## config.mk

```make
export PLATFORM = sky130hd
export DESIGN_NAME = biquad_adc_to_dac_filter
export DESIGN_NICKNAME = d
export VERILOG_FILES = /design/src/sv/bq_pkg.sv /design/src/sv/biquad_adc_to_dac_filter.sv /design/src/sv/bq_sequencer.sv /design/src/sv/bq_datapath.sv
export VERILOG_INCLUDE_DIRS = /design/src /design/src/sv
export SDC_FILE = /design/constraint.sdc
export NUM_CORES = 2
export LEC_CHECK = 0
export BUFFER_PORTS_ARGS = -buffer_cell sky130_fd_sc_hd__buf_4
export CORE_MARGIN = 2
export CORE_UTILIZATION = 50
export DETAILED_ROUTE_END_ITERATION = 8
export HOLD_SLACK_MARGIN = 0.1
export MAX_ROUTING_LAYER = met4
export PLACE_DENSITY = 0.71
export SYNTH_ARGS = -nofsm -noshare
export SYNTH_HDL_FRONTEND = slang
export SYNTH_SLANG_ARGS = --single-unit
```

## constraint.sdc

```tcl
create_clock -name clock -period 20.5 [get_ports clock]
set_clock_uncertainty 0.15 [all_clocks]
set_input_delay 0 -clock clock [delete_from_list [all_inputs] [get_ports clock]]
set_output_delay 0 -clock clock [all_outputs]
set_load 0.02 [all_outputs]
```

## src/sv/biquad_adc_to_dac_filter_assert.svh

```systemverilog
// assertion helpers for the biquad filter
`ifndef BIQUAD_ADC_TO_DAC_FILTER_ASSERT_SVH
`define BIQUAD_ADC_TO_DAC_FILTER_ASSERT_SVH

// same-cycle implication, checked out of reset
`define BQ_ASSERT_NOW(label, ante, cons, msg) \
   label: assert property (@(posedge clock) disable iff (reset) (ante) |-> (cons)) \
      else $error(msg);

// next-cycle implication, checked out of reset
`define BQ_ASSERT_NEXT(label, ante, cons, msg) \
   label: assert property (@(posedge clock) disable iff (reset) (ante) |=> (cons)) \
      else $error(msg);

`endif

```

## src/sv/bq_pkg.sv

```systemverilog
package bq_pkg;

   localparam int PC_W    = 4;
   localparam int X_W     = 16;
   localparam int Y_W     = 40;
   localparam int COEF_W  = 32;
   localparam int MUL_B_W = 25;
   localparam int PROD_W  = COEF_W + MUL_B_W;
   localparam int ACC_W   = 74;
   localparam int N_W     = 51;
   localparam int M_W     = N_W - 16;
   localparam int P_W     = 25;
   localparam int CODE_W  = 12;
   localparam int ADDR_W  = 5;
   localparam int IDX_W   = 3;

   // dac scaling 8190/65535 reduces to 546/(4369*65536)
   localparam int DAC_DIV  = 4369;
   localparam int DAC_HALF = 143163392;   // 4369 * 32768
   localparam int DAC_OFS  = 8947712;     // 2048 * 4369
   localparam int DAC_MAX  = 4095;

   // register indexes
   localparam logic [IDX_W-1:0] REG_B0 = 3'd0;
   localparam logic [IDX_W-1:0] REG_B1 = 3'd1;
   localparam logic [IDX_W-1:0] REG_B2 = 3'd2;
   localparam logic [IDX_W-1:0] REG_A1 = 3'd3;
   localparam logic [IDX_W-1:0] REG_A2 = 3'd4;

   // program addresses
   localparam logic [PC_W-1:0] S_WAIT   = 4'd0;
   localparam logic [PC_W-1:0] S_MB0    = 4'd1;
   localparam logic [PC_W-1:0] S_MB1    = 4'd2;
   localparam logic [PC_W-1:0] S_MB2    = 4'd3;
   localparam logic [PC_W-1:0] S_MA1H   = 4'd4;
   localparam logic [PC_W-1:0] S_MA1L   = 4'd5;
   localparam logic [PC_W-1:0] S_MA2H   = 4'd6;
   localparam logic [PC_W-1:0] S_MA2L   = 4'd7;
   localparam logic [PC_W-1:0] S_LAST   = 4'd8;
   localparam logic [PC_W-1:0] S_SAT    = 4'd9;
   localparam logic [PC_W-1:0] S_DAC_M  = 4'd10;
   localparam logic [PC_W-1:0] S_DAC_Q  = 4'd11;
   localparam logic [PC_W-1:0] S_EMIT   = 4'd12;

   typedef enum logic [2:0] {
      MUL_NONE, MUL_B0_X, MUL_B1_X1, MUL_B2_X2,
      MUL_A1_Y1H, MUL_A1_Y1L, MUL_A2_Y2H, MUL_A2_Y2L
   } bq_mul_type;

   typedef enum logic [1:0] {ACC_HOLD, ACC_LOAD, ACC_ADD, ACC_SUB} bq_acc_type;

   typedef enum logic [2:0] {DP_NONE, DP_SAT, DP_DAC_M, DP_DAC_Q, DP_DAC_CODE} bq_dp_type;

   typedef enum logic [1:0] {JMP_NEXT, JMP_WAIT_REQ, JMP_WAIT_OUT, JMP_GOTO} bq_jmp_type;

   typedef struct packed {
      bq_mul_type      mul_sel;
      bq_acc_type      acc_op;
      logic            acc_shift;
      bq_dp_type       dp_op;
      bq_jmp_type      jump;
      logic [PC_W-1:0] target;
   } bq_ctrl_type;

   typedef struct packed {
      logic signed [COEF_W-1:0] b0;
      logic signed [COEF_W-1:0] b1;
      logic signed [COEF_W-1:0] b2;
      logic signed [COEF_W-1:0] a1;
      logic signed [COEF_W-1:0] a2;
   } bq_coef_set_type;

   // microcode rom, one control word per step
   function automatic bq_ctrl_type bq_ucode(input logic [PC_W-1:0] pc);
      bq_ctrl_type c;
      c = '{mul_sel: MUL_NONE, acc_op: ACC_HOLD, acc_shift: 1'b0,
            dp_op: DP_NONE, jump: JMP_NEXT, target: S_WAIT};
      case (pc)
         S_WAIT:  c.jump = JMP_WAIT_REQ;
         S_MB0:   c.mul_sel = MUL_B0_X;
         S_MB1: begin
            c.mul_sel = MUL_B1_X1; c.acc_op = ACC_LOAD; c.acc_shift = 1'b1;
         end
         S_MB2: begin
            c.mul_sel = MUL_B2_X2; c.acc_op = ACC_ADD; c.acc_shift = 1'b1;
         end
         S_MA1H: begin
            c.mul_sel = MUL_A1_Y1H; c.acc_op = ACC_ADD; c.acc_shift = 1'b1;
         end
         S_MA1L: begin
            c.mul_sel = MUL_A1_Y1L; c.acc_op = ACC_SUB; c.acc_shift = 1'b1;
         end
         S_MA2H: begin
            c.mul_sel = MUL_A2_Y2H; c.acc_op = ACC_SUB;
         end
         S_MA2L: begin
            c.mul_sel = MUL_A2_Y2L; c.acc_op = ACC_SUB; c.acc_shift = 1'b1;
         end
         S_LAST:  c.acc_op = ACC_SUB;
         S_SAT:   c.dp_op = DP_SAT;
         S_DAC_M: c.dp_op = DP_DAC_M;
         S_DAC_Q: c.dp_op = DP_DAC_Q;
         S_EMIT: begin
            c.dp_op = DP_DAC_CODE; c.jump = JMP_WAIT_OUT; c.target = S_WAIT;
         end
         default: begin
            c.jump = JMP_GOTO; c.target = S_WAIT;
         end
      endcase
      return c;
   endfunction

endpackage

```

## src/sv/biquad_adc_to_dac_filter.sv

```systemverilog
// channel   dir  data                          side
// req       in   tdata[15:0] adc_sample        tuser[0] restart
// rsp       out  tdata[11:0] dac_code          -
// csr       in   apb, five coefficient regs    pready tied high
//
// a request runs through the program steps in order: the wait step, seven
// passes through one shared 32x25 multiplier, a last subtract, saturate and
// three dac scaling steps
// reset clears the program counter, the history and the coefficients
// a stalled result holds the last step; the next request is taken as soon as
// the result register is loaded, while that result waits on rsp_tready
module biquad_adc_to_dac_filter #(
   parameter int COEF_FRAC_BITS = 28
) (
   input  logic        clock,
   input  logic        reset,

   input  logic        req_tvalid,
   output logic        req_tready,
   input  logic [15:0] req_tdata,   // [15:0] adc_sample
   input  logic        req_tuser,   // [0] restart

   output logic        rsp_tvalid,
   input  logic        rsp_tready,
   output logic [15:0] rsp_tdata,   // [11:0] dac_code, upper bits zero

   input  logic                      csr_psel,
   input  logic                      csr_penable,
   input  logic                      csr_pwrite,
   input  logic [bq_pkg::ADDR_W-1:0] csr_paddr,
   input  logic [31:0]               csr_pwdata,
   output logic [31:0]               csr_prdata,
   output logic                      csr_pready
);

`include "biquad_adc_to_dac_filter_assert.svh"

   bq_pkg::bq_ctrl_type             ctrl;
   bq_pkg::bq_coef_set_type         coefs_ff;
   logic [bq_pkg::IDX_W-1:0]        csr_idx;
   logic                            csr_wr;
   logic                            req_fire;
   logic                            out_busy;
   logic                            dac_load;
   logic [bq_pkg::CODE_W-1:0]       code;
   logic                            rsp_tvalid_ff, rsp_tvalid_in;
   logic [bq_pkg::CODE_W-1:0]       rsp_code_ff;

   // --- configuration port ---
   assign csr_pready = 1'b1;
   assign csr_idx    = csr_paddr[bq_pkg::ADDR_W-1:2];
   assign csr_wr     = csr_psel & csr_penable & csr_pwrite & csr_pready;

   always_comb begin
      case (csr_idx)
         bq_pkg::REG_B0: csr_prdata = coefs_ff.b0;
         bq_pkg::REG_B1: csr_prdata = coefs_ff.b1;
         bq_pkg::REG_B2: csr_prdata = coefs_ff.b2;
         bq_pkg::REG_A1: csr_prdata = coefs_ff.a1;
         bq_pkg::REG_A2: csr_prdata = coefs_ff.a2;
         default:        csr_prdata = '0;
      endcase
   end

   always_ff @(posedge clock) begin
      if (reset) begin
         coefs_ff <= '0;
      end else if (csr_wr) begin
         case (csr_idx)
            bq_pkg::REG_B0: coefs_ff.b0 <= csr_pwdata;
            bq_pkg::REG_B1: coefs_ff.b1 <= csr_pwdata;
            bq_pkg::REG_B2: coefs_ff.b2 <= csr_pwdata;
            bq_pkg::REG_A1: coefs_ff.a1 <= csr_pwdata;
            bq_pkg::REG_A2: coefs_ff.a2 <= csr_pwdata;
            default: ;  // writes past the last register are dropped
         endcase
      end
   end

   // --- handshakes ---
   // requests are only taken in the wait step of the program, never in reset
   assign req_tready = (ctrl.jump == bq_pkg::JMP_WAIT_REQ) & ~reset;
   assign req_fire   = req_tvalid & req_tready;

   // result slot is free when empty or draining this cycle
   assign out_busy = rsp_tvalid_ff & ~rsp_tready;
   assign dac_load = (ctrl.dp_op == bq_pkg::DP_DAC_CODE) & ~out_busy;

   bq_sequencer u_seq (
      .clock     (clock),
      .reset     (reset),
      .req_valid (req_tvalid),
      .out_busy  (out_busy),
      .ctrl      (ctrl)
   );

   bq_datapath #(
      .COEF_FRAC_BITS (COEF_FRAC_BITS)
   ) u_dp (
      .clock       (clock),
      .reset       (reset),
      .ctrl        (ctrl),
      .coefs       (coefs_ff),
      .req_fire    (req_fire),
      .req_sample  (req_tdata),
      .req_restart (req_tuser),
      .code        (code)
   );

   // --- result register ---
   assign rsp_tvalid_in = dac_load | out_busy;

   always_ff @(posedge clock) begin
      if (reset) begin
         rsp_tvalid_ff <= 1'b0;
      end else begin
         rsp_tvalid_ff <= rsp_tvalid_in;
      end
   end

   always_ff @(posedge clock) begin
      if (dac_load) begin
         rsp_code_ff <= code;
      end
   end

   assign rsp_tvalid = rsp_tvalid_ff;
   assign rsp_tdata  = {{(16-bq_pkg::CODE_W){1'b0}}, rsp_code_ff};

   // --- checks ---
   `BQ_ASSERT_NEXT(a_start_mac, req_fire, ctrl.mul_sel == bq_pkg::MUL_B0_X, "no mac start")
   `BQ_ASSERT_NEXT(a_one_in_flight, req_fire, !req_tready, "request taken in flight")
   `BQ_ASSERT_NOW(a_rsp_from_emit, $rose(rsp_tvalid_ff), $past(dac_load), "early result")

endmodule

```

## src/sv/bq_sequencer.sv

```systemverilog
module bq_sequencer (
   input  logic                clock,
   input  logic                reset,
   input  logic                req_valid,
   input  logic                out_busy,
   output bq_pkg::bq_ctrl_type ctrl
);

   logic [bq_pkg::PC_W-1:0] pc_ff;
   logic [bq_pkg::PC_W-1:0] pc_in;

   assign ctrl = bq_pkg::bq_ucode(pc_ff);

   always_comb begin
      case (ctrl.jump)
         bq_pkg::JMP_NEXT:     pc_in = pc_ff + 1'b1;
         bq_pkg::JMP_WAIT_REQ: pc_in = req_valid ? pc_ff + 1'b1 : pc_ff;
         bq_pkg::JMP_WAIT_OUT: pc_in = out_busy ? pc_ff : ctrl.target;
         bq_pkg::JMP_GOTO:     pc_in = ctrl.target;
         default:              pc_in = bq_pkg::S_WAIT;
      endcase
   end

   always_ff @(posedge clock) begin
      if (reset) begin
         pc_ff <= bq_pkg::S_WAIT;
      end else begin
         pc_ff <= pc_in;
      end
   end

endmodule

```

## src/sv/bq_datapath.sv

```systemverilog
module bq_datapath #(
   parameter int COEF_FRAC_BITS = 28
) (
   input  logic                         clock,
   input  logic                         reset,
   input  bq_pkg::bq_ctrl_type          ctrl,
   input  bq_pkg::bq_coef_set_type      coefs,
   input  logic                         req_fire,
   input  logic [bq_pkg::X_W-1:0]       req_sample,
   input  logic                         req_restart,
   output logic [bq_pkg::CODE_W-1:0]    code
);

   localparam int ACC_W  = bq_pkg::ACC_W;
   localparam int Y_W    = bq_pkg::Y_W;
   localparam int N_W    = bq_pkg::N_W;
   localparam int M_W    = bq_pkg::M_W;
   localparam int P_W    = bq_pkg::P_W;
   localparam int Q_W    = bq_pkg::CODE_W;
   localparam int T_W    = P_W + 4;
   localparam int R_W    = P_W + 1;

   localparam logic signed [ACC_W-1:0] RND = ACC_W'(1) <<< (COEF_FRAC_BITS - 1);
   localparam logic signed [ACC_W-1:0] Y_MAX_X =
      {{(ACC_W-Y_W+1){1'b0}}, {(Y_W-1){1'b1}}};
   localparam logic signed [ACC_W-1:0] Y_MIN_X = ~Y_MAX_X;
   localparam logic signed [M_W-1:0] M_LO = M_W'(-bq_pkg::DAC_OFS);
   localparam logic signed [M_W-1:0] M_HI = M_W'(bq_pkg::DAC_OFS - 1);

   // history
   logic signed [bq_pkg::X_W-1:0] x0_ff, x1_ff, x2_ff;
   logic signed [Y_W-1:0]         y1_ff, y2_ff;

   // mac
   logic signed [bq_pkg::COEF_W-1:0]  mul_a;
   logic signed [bq_pkg::MUL_B_W-1:0] mul_b;
   logic signed [bq_pkg::PROD_W-1:0]  prod_in, prod_ff;
   logic signed [ACC_W-1:0]           term, acc_in, acc_ff, ysh;
   logic signed [Y_W-1:0]             y_sat;

   // dac scaling
   logic signed [N_W-1:0] n_val;
   logic signed [M_W-1:0] m_ff, p_sum;
   logic [P_W-1:0]        p_in, p_ff;
   logic [T_W-1:0]        t_val;
   logic [Q_W-1:0]        q0_in, q0_ff;
   logic                  clamp_lo_ff, clamp_hi_ff;
   logic [R_W-1:0]        qm, r_val;

   always_comb begin
      case (ctrl.mul_sel)
         bq_pkg::MUL_B0_X: begin
            mul_a = coefs.b0; mul_b = bq_pkg::MUL_B_W'(x0_ff);
         end
         bq_pkg::MUL_B1_X1: begin
            mul_a = coefs.b1; mul_b = bq_pkg::MUL_B_W'(x1_ff);
         end
         bq_pkg::MUL_B2_X2: begin
            mul_a = coefs.b2; mul_b = bq_pkg::MUL_B_W'(x2_ff);
         end
         bq_pkg::MUL_A1_Y1H: begin
            mul_a = coefs.a1; mul_b = {y1_ff[Y_W-1], y1_ff[Y_W-1:16]};
         end
         bq_pkg::MUL_A1_Y1L: begin
            mul_a = coefs.a1; mul_b = {9'd0, y1_ff[15:0]};
         end
         bq_pkg::MUL_A2_Y2H: begin
            mul_a = coefs.a2; mul_b = {y2_ff[Y_W-1], y2_ff[Y_W-1:16]};
         end
         bq_pkg::MUL_A2_Y2L: begin
            mul_a = coefs.a2; mul_b = {9'd0, y2_ff[15:0]};
         end
         default: begin
            mul_a = '0; mul_b = '0;
         end
      endcase
   end

   assign prod_in = mul_a * mul_b;
   assign term = ctrl.acc_shift ? (ACC_W'(prod_ff) <<< 16) : ACC_W'(prod_ff);

   always_comb begin
      case (ctrl.acc_op)
         bq_pkg::ACC_LOAD: acc_in = RND + term;
         bq_pkg::ACC_ADD:  acc_in = acc_ff + term;
         bq_pkg::ACC_SUB:  acc_in = acc_ff - term;
         default:          acc_in = acc_ff;
      endcase
   end

   // round half up already folded in, so a floor shift finishes it
   assign ysh = acc_ff >>> COEF_FRAC_BITS;

   always_comb begin
      if (ysh > Y_MAX_X) begin
         y_sat = Y_MAX_X[Y_W-1:0];
      end else if (ysh < Y_MIN_X) begin
         y_sat = Y_MIN_X[Y_W-1:0];
      end else begin
         y_sat = ysh[Y_W-1:0];
      end
   end

   // y*546 as shifts, plus half the divisor
   assign n_val = (N_W'(y1_ff) <<< 9) + (N_W'(y1_ff) <<< 5) + (N_W'(y1_ff) <<< 1)
                + N_W'(bq_pkg::DAC_HALF);

   assign p_sum = m_ff + M_W'(bq_pkg::DAC_OFS);
   assign p_in  = p_sum[P_W-1:0];
   // p*15/65536 lands on the quotient or one below
   assign t_val = (T_W'(p_in) << 4) - T_W'(p_in);
   assign q0_in = t_val[T_W-2:16];

   assign qm    = (R_W'(q0_ff) << 12) + (R_W'(q0_ff) << 8) + (R_W'(q0_ff) << 4)
                + R_W'(q0_ff);
   assign r_val = R_W'(p_ff) - qm;

   always_comb begin
      if (clamp_lo_ff) begin
         code = '0;
      end else if (clamp_hi_ff) begin
         code = Q_W'(bq_pkg::DAC_MAX);
      end else if (r_val >= R_W'(bq_pkg::DAC_DIV)) begin
         code = q0_ff + 1'b1;
      end else begin
         code = q0_ff;
      end
   end

   always_ff @(posedge clock) begin
      if (reset) begin
         x1_ff <= '0;
         x2_ff <= '0;
         y1_ff <= '0;
         y2_ff <= '0;
      end else if (req_fire && req_restart) begin
         x1_ff <= '0;
         x2_ff <= '0;
         y1_ff <= '0;
         y2_ff <= '0;
      end else if (ctrl.dp_op == bq_pkg::DP_SAT) begin
         x2_ff <= x1_ff;
         x1_ff <= x0_ff;
         y2_ff <= y1_ff;
         y1_ff <= y_sat;
      end
   end

   always_ff @(posedge clock) begin
      if (req_fire) begin
         x0_ff <= {~req_sample[bq_pkg::X_W-1], req_sample[bq_pkg::X_W-2:0]};
      end
      prod_ff <= prod_in;
      acc_ff  <= acc_in;
      if (ctrl.dp_op == bq_pkg::DP_DAC_M) begin
         m_ff <= n_val[N_W-1:16];
      end
      if (ctrl.dp_op == bq_pkg::DP_DAC_Q) begin
         p_ff        <= p_in;
         q0_ff       <= q0_in;
         clamp_lo_ff <= m_ff < M_LO;
         clamp_hi_ff <= m_ff > M_HI;
      end
   end

endmodule

```

* Word level (Yosys, flattened, before mapping)
Index checks and enable logic that the tools add are counted.
** Cells by class
- Muxes and demuxes :: 17
- Divide/modulo/power cells :: 0
- Shift operators :: 0
- Magnitude comparators :: 5
- Reduce and logical (&&, ||, !) cells :: 18
- Multipliers :: 1
- Bitwise operators :: 11
- Equality and inequality tests :: 35
- $add $sub $neg :: 14
** Operator list (count)
- 32-bit one-hot mux with 5 select lines :: 2
- 74-bit one-hot mux with 3 select lines :: 1
- 25-bit one-hot mux with 7 select lines :: 1
- 40-bit 2-to-1 mux :: 2
- 29-bit by 73-bit adder with 74-bit output (first input constant) :: 1
- 74-bit by 73-bit adder with 74-bit output :: 1
- 74-bit by 73-bit subtractor with 74-bit output :: 1
- 72-bit 2-to-1 mux :: 1
- 32-bit by 25-bit multiplier with 57-bit output :: 1
- 50-bit by 41-bit adder with 51-bit output :: 1
- 51-bit by 29-bit adder with 51-bit output (second input constant) :: 1
- 49-bit by 45-bit adder with 50-bit output :: 1
- 46-bit by 40-bit greater-than comparator with 1-bit output (second input constant) :: 1
- 46-bit by 40-bit < comparator with 1-bit output (second input constant) :: 1
- 35-bit by 25-bit greater-than comparator with 1-bit output (second input constant) :: 1
- 35-bit by 25-bit < comparator with 1-bit output (second input constant) :: 1
- 28-bit by 25-bit subtractor with 28-bit output :: 1
- 26-bit by 12-bit adder with 26-bit output :: 1
- 26-bit by 16-bit adder with 26-bit output :: 1
- 26-bit by 13-bit greater-or-equal comparator with 1-bit output (second input constant) :: 1
- 25-bit by 26-bit subtractor with 26-bit output :: 1
- 24-bit by 20-bit adder with 25-bit output :: 1
- 25-bit adder (second input constant) :: 1
- 12-bit 2-to-1 mux :: 2
- 31 further kinds :: 74
** Word-level totals
- Memories kept :: 0
- Latch bits :: 0
- Register bits :: 510
- Output and inout bits :: 51
- Logic and storage cells :: 121
- Bits in read-only memories :: 0
- Bits in writable memories :: 0

* Longest topological paths before layout
- Word-level depth :: 8
- Mapped depth :: 41
- Depth with buffers taken out :: 35

* Hierarchy
From an unflattened synthesis, not the netlist that was laid out.
** Unflattened totals
- Cell total of the unflattened synthesis :: 7219
- Area total of the unflattened synthesis :: 63985.1 µm²
** Modules (own cells, without submodules)
- bq_datapath :: times used 1, area an instance 55764.7 µm², seq. area each 8308.0 µm², cells each 6415
- biquad_adc_to_dac_filter :: times used 1, area an instance 7796.2 µm², seq. area each 3583.4 µm², cells each 746
- bq_sequencer :: times used 1, area an instance 424.2 µm², seq. area each 80.1 µm², cells each 58

* Least setup slack after synthesis
Ideal clock, no wire load.
- Kind :: register to register
- Start point :: reg u_seq.pc_ff[0] (netlist name)
- End point :: reg u_dp.prod_ff[53] (netlist name)
- Clock period less this slack :: 10.226 ns
- Path slack :: 10.274 ns
- Path buffers :: 7
- Arrival time :: 10.004 ns
- Library setup time :: 0.072 ns
- Stages on the path, launching flop included :: 36
- Data required time :: 20.278 ns
- Path through :: dfxtp_1 clkbuf_1 clkbuf_1 clkbuf_1 inv_1 ha_1 or2_2 clkbuf_1 nor3_1 clkbuf_1 buf_1 a221o_1 clkbuf_1 nand2_1 fa_1 inv_1 fa_1 inv_1 fa_1 fa_1 fa_1 inv_1 fa_1 fa_1 ha_1 and2_1 and3_1 nand2_1 a2bb2oi_1 o31ai_1 o31a_1 o221a_2 o31ai_1 a31oi_1 a311oi_1 xnor2_1
** Between the ends
- Cells in the longest elaborated chain, start to end :: 6
- Elaborated cells between the ends (all ways) :: 20
** RTL lines
- from (decl) :: line bq_sequencer.sv:9 : logic [bq_pkg::PC_W-1:0] pc_ff;
- from (signal assigned) :: line bq_sequencer.sv:26 : pc_ff <= bq_pkg::S_WAIT;
- from (signal assigned) :: line bq_sequencer.sv:28 : pc_ff <= pc_in;
- 4-bit by 3-bit equality test with 1-bit output, or another cell as far along :: line bq_pkg.sv:78 : case (pc)
- 3-bit one-hot mux with 7 select lines (*) :: line bq_pkg.sv:78
- 3-bit equality test :: line bq_datapath.sv:51 : case (ctrl.mul_sel)
- 2-bit OR reduction (no source line)
- 32-bit one-hot mux with 5 select lines :: line bq_datapath.sv:51
- 32-bit by 25-bit multiplier with 57-bit output (*) :: line bq_datapath.sv:79 : assign prod_in = mul_a * mul_b;
- named net u_dp.prod_in (one bit) :: line bq_datapath.sv:37 : logic signed [bq_pkg::PROD_W-1:0] prod_in, prod_ff;
- to (signal assigned) :: line bq_datapath.sv:153 : prod_ff <= prod_in;
- to (decl) :: line bq_datapath.sv:37
The timed path passes the listed nets; every way through them passes the cells marked *.
A chain may end at the register's enable or synchronous reset.

* Worst setup path in the final report
- Start point :: reg u_seq.pc_ff[0] (netlist name)
- End point :: reg u_dp.prod_ff[56] (netlist name)
The elaborated chain is that of the path after synthesis.

==> results.json <==
{
  "fin_nets": 8767,
  "grt_pass1_vias": 55200,
  "io_buffers": 104,
  "synth-seq-cells": 510,
  "cp_top_family": "adder cells",
  "final_antenna_net_count": 0,
  "fmax_ghz": 0.0849,
  "r2r_cells": 34,
  "crit_path_max_fanout": 48,
  "dp_hpwl_um": 145000,
  "synthCells": 7447,
  "maxSlewViolCount": 0,
  "r2r_end": "u_dp.prod_ff[56]$_DFF_P_",
  "synth_ff_type": "dfxtp_1",
  "synth.distinct_cells": 94,
  "pin_count": 112,
  "grt_max_degree": 108,
  "grt_usage_pct": 31.4,
  "clockBufferDepth": 3,
  "antenna_found_initial": 2,
  "holdCritPathClass": "in2reg",
  "max_slew.worst_pin.slew_ps": 1160,
  "gp_congestion": 1.01,
  "leakage_nw": 31.0,
  "postCtsSetupRepairBufs": 0,
  "num_rows": 130,
  "ctsHoldBuffers": 108,
  "dieHeight_um": 360,
  "seq_area_frac_synth_pct": 18.9,
  "setup_tns_ps": 0,
  "cts_tree": "built",
  "drc": 0,
  "die-area_sq_um": 129000,
  "yosysTopAreaCell": "fa_1",
  "dr.pass1.iters": 7,
  "clock-sinks": 510,
  "clock_latency_ps": 710,
  "reg2reg_from": "u_seq.pc_ff[0]$_SDFFE_PP0P_",
  "crit_cells": 34,
  "yosys.cell_count.top_type": "nand2_1",
  "cts_root_buffer": "clkbuf_16",
  "ys_warn_count": 0,
  "fin_crit_sh_pct": 57.5,
  "initial_core_util_pct": 50.3,
  "finalWirelength_um": 197000,
  "slew_headroom_pct": 22.4,
  "slowest_stage": "dfxtp_4",
  "synth_enable_flop_cells": 176,
  "viasPerCell": 5.94,
  "r2r_slack_ps": 8720,
  "critical_path_buf_inv_count": 9,
  "synth_area_sq_um": 63200,
  "irDropWorstVdd_mv": 0.108,
  "finalSetupViolCount": 0,
  "fp.dieW_um": 360,
  "nFillCells": 11400,
  "cts_buffers": 60,
  "grt-ovfl-total": 0,
  "drt_iter0_drc": 5071,
  "power_density_nw_per_um2": 88.1,
  "placed_area_sq_um": 65700,
  "crit_type": "reg2reg",
  "hold_viol_final": 0,
  "synth_area_leaders": "fa_1 28%, dfxtp_1 11%, edfxtp_1 8.4%",
  "wl_per_cell_um": 21.5,
  "min_to": "rsp_tvalid$_SDFF_PP0_",
  "max_stage_delay_ps": 970,
  "startpoint_type": "register",
  "grt_pass1_wl_um": 311000,
  "clk_pin_slew_ps": 60,
  "synth_top_area_share_pct": 27.7,
  "synth-async-reset-ratio_pct": 0,
  "core_area_sq_um": 126000,
  "num_vias": 54300,
  "hold-path-cell-count": 4,
  "critPathRequiredTime_ps": 20930,
  "syn_area_per_cell_sq_um": 8.49,
  "arrival_ps": 12210,
  "crit_path_end_kind": "register",
  "synth_common_cells": "1197 x nand2_1, 1060 x inv_1, 876 x fa_1, 597 x a21oi_1, 571 x nor2_1",
  "layout-drive-gt1-share_pct": 5.65,
  "rsz0062_at_grt": "no",
  "period_minus_slack_ps": 11780,
  "area_growth_pct": 8.90,
  "outcome": "completed",
  "crit_top_cell": "fa_1",
  "stdcell_area_sq_um": 68800,
  "cap_violations": 0,
  "cts-htree-levels": 2,
  "min-delay-start": "rsp_tready",
  "cts_resized": 0
}
-- tightest hold or removal path: stages --
cell and delay (ps):
dlygate4sd3_1 520, buf_4 100, nand2b_1 260, a21oi_1 110
-- cell type report --
type / instances / area (sq um) / share of cell area (%)
Antenna cell: 3 / 7.51 / 0.0109
Clock buffer: 85 / 1810 / 2.63
Clock inverter: 28 / 255 / 0.371
Inverter: 1061 / 3980 / 5.79
Multi-Input combinational cell: 5478 / 46000 / 66.9
Sequential cell: 510 / 12000 / 17.4
Tap cell: 1650 / 2060 / 3.00
Timing Repair Buffer: 321 / 2680 / 3.89
-- power breakdown --
part,internal [mW],switching [mW]
combinational,1.27,2.32
sequential,1.19,0.157
clock,0.644,0.472
-- flip-flops by register name (all words and copies together) (netlist names), 16 cells and up --
name,flops
u_dp.m_ff,35
u_dp.y2_ff,40
u_dp.prod_ff,57
u_dp.x1_ff,16
coefs_ff,160
u_dp.y1_ff,40
u_dp.x0_ff,16
u_dp.x2_ff,16
u_dp.acc_ff,74
u_dp.p_ff,25
-- per-stage QoR --
step           utilization (%)  cells  total power, mW  worst slack (ps)  hold WS [ps]
3_5_place_dp              52.3   8912             4.82              8780          29.4
3_3_place_gp              52.3   8912             4.80              8910          29.5
2_1_floorplan                -   7450             3.82             10270         -66.0
4_1_cts                   54.8   9133             5.97              8700           207
6_report                  54.8   9136             6.06              8720           229
5_1_grt                   54.8   9136             6.41              8010           230
-- layer usage --
metal  wire length [um]  track usage (%)  up-vias  share of wire [%]
li1                   -                -    24200                  -
met5                  0                -        -                  0
met3              19800             6.20      625                 10
met2              90200             49.1     2730                 46
met4              10200             14.0        0                5.2
met1              76400             39.6    26800                 39
-- how the worst max path moves through the flow --
stage	start	to	slack, ps
final	u_seq.pc_ff[0]$_SDFFE_PP0P_	u_dp.prod_ff[56]$_DFF_P_	8720
after global placement	u_seq.pc_ff[0]$_SDFFE_PP0P_	u_dp.prod_ff[56]$_DFF_P_	8910
after CTS	u_seq.pc_ff[0]$_SDFFE_PP0P_	u_dp.prod_ff[56]$_DFF_P_	8700
after global routing	u_seq.pc_ff[0]$_SDFFE_PP0P_	u_dp.prod_ff[56]$_DFF_P_	8010
after detailed placement	u_seq.pc_ff[0]$_SDFFE_PP0P_	u_dp.prod_ff[56]$_DFF_P_	8780
after floorplan	u_seq.pc_ff[0]$_SDFFE_PP0P_	u_dp.prod_ff[53]$_DFF_P_	10270
-- kinds of logic (layout without fill, tap and decap cells) --
group / after synthesis / in the layout / share of synthesized area, %
compound gates: 1426 / 1426 / 14.1
xor+xnor: 323 / 323 / 4.48
fa+ha+maj: 1274 / 1274 / 35.6
buf+inv: 1462 / 1495 / 8.74
flops: 510 / 510 / 18.9
mux: 166 / 166 / 2.65
other cells: 2 / 8 / 0.0119
simple gates: 2284 / 2284 / 15.5
-- cell usage in the layout (no fill, tap or decap), types with 213 or more instances in the layout --
master and n:
a21oi_1 595, buf_4 213, dfxtp_1 333, fa_1 876, ha_1 398, inv_1 1059
nand2_1 1194, nor2_1 567, o21ai_0 275, xnor2_1 217
(Power assumes the default switching activity.)
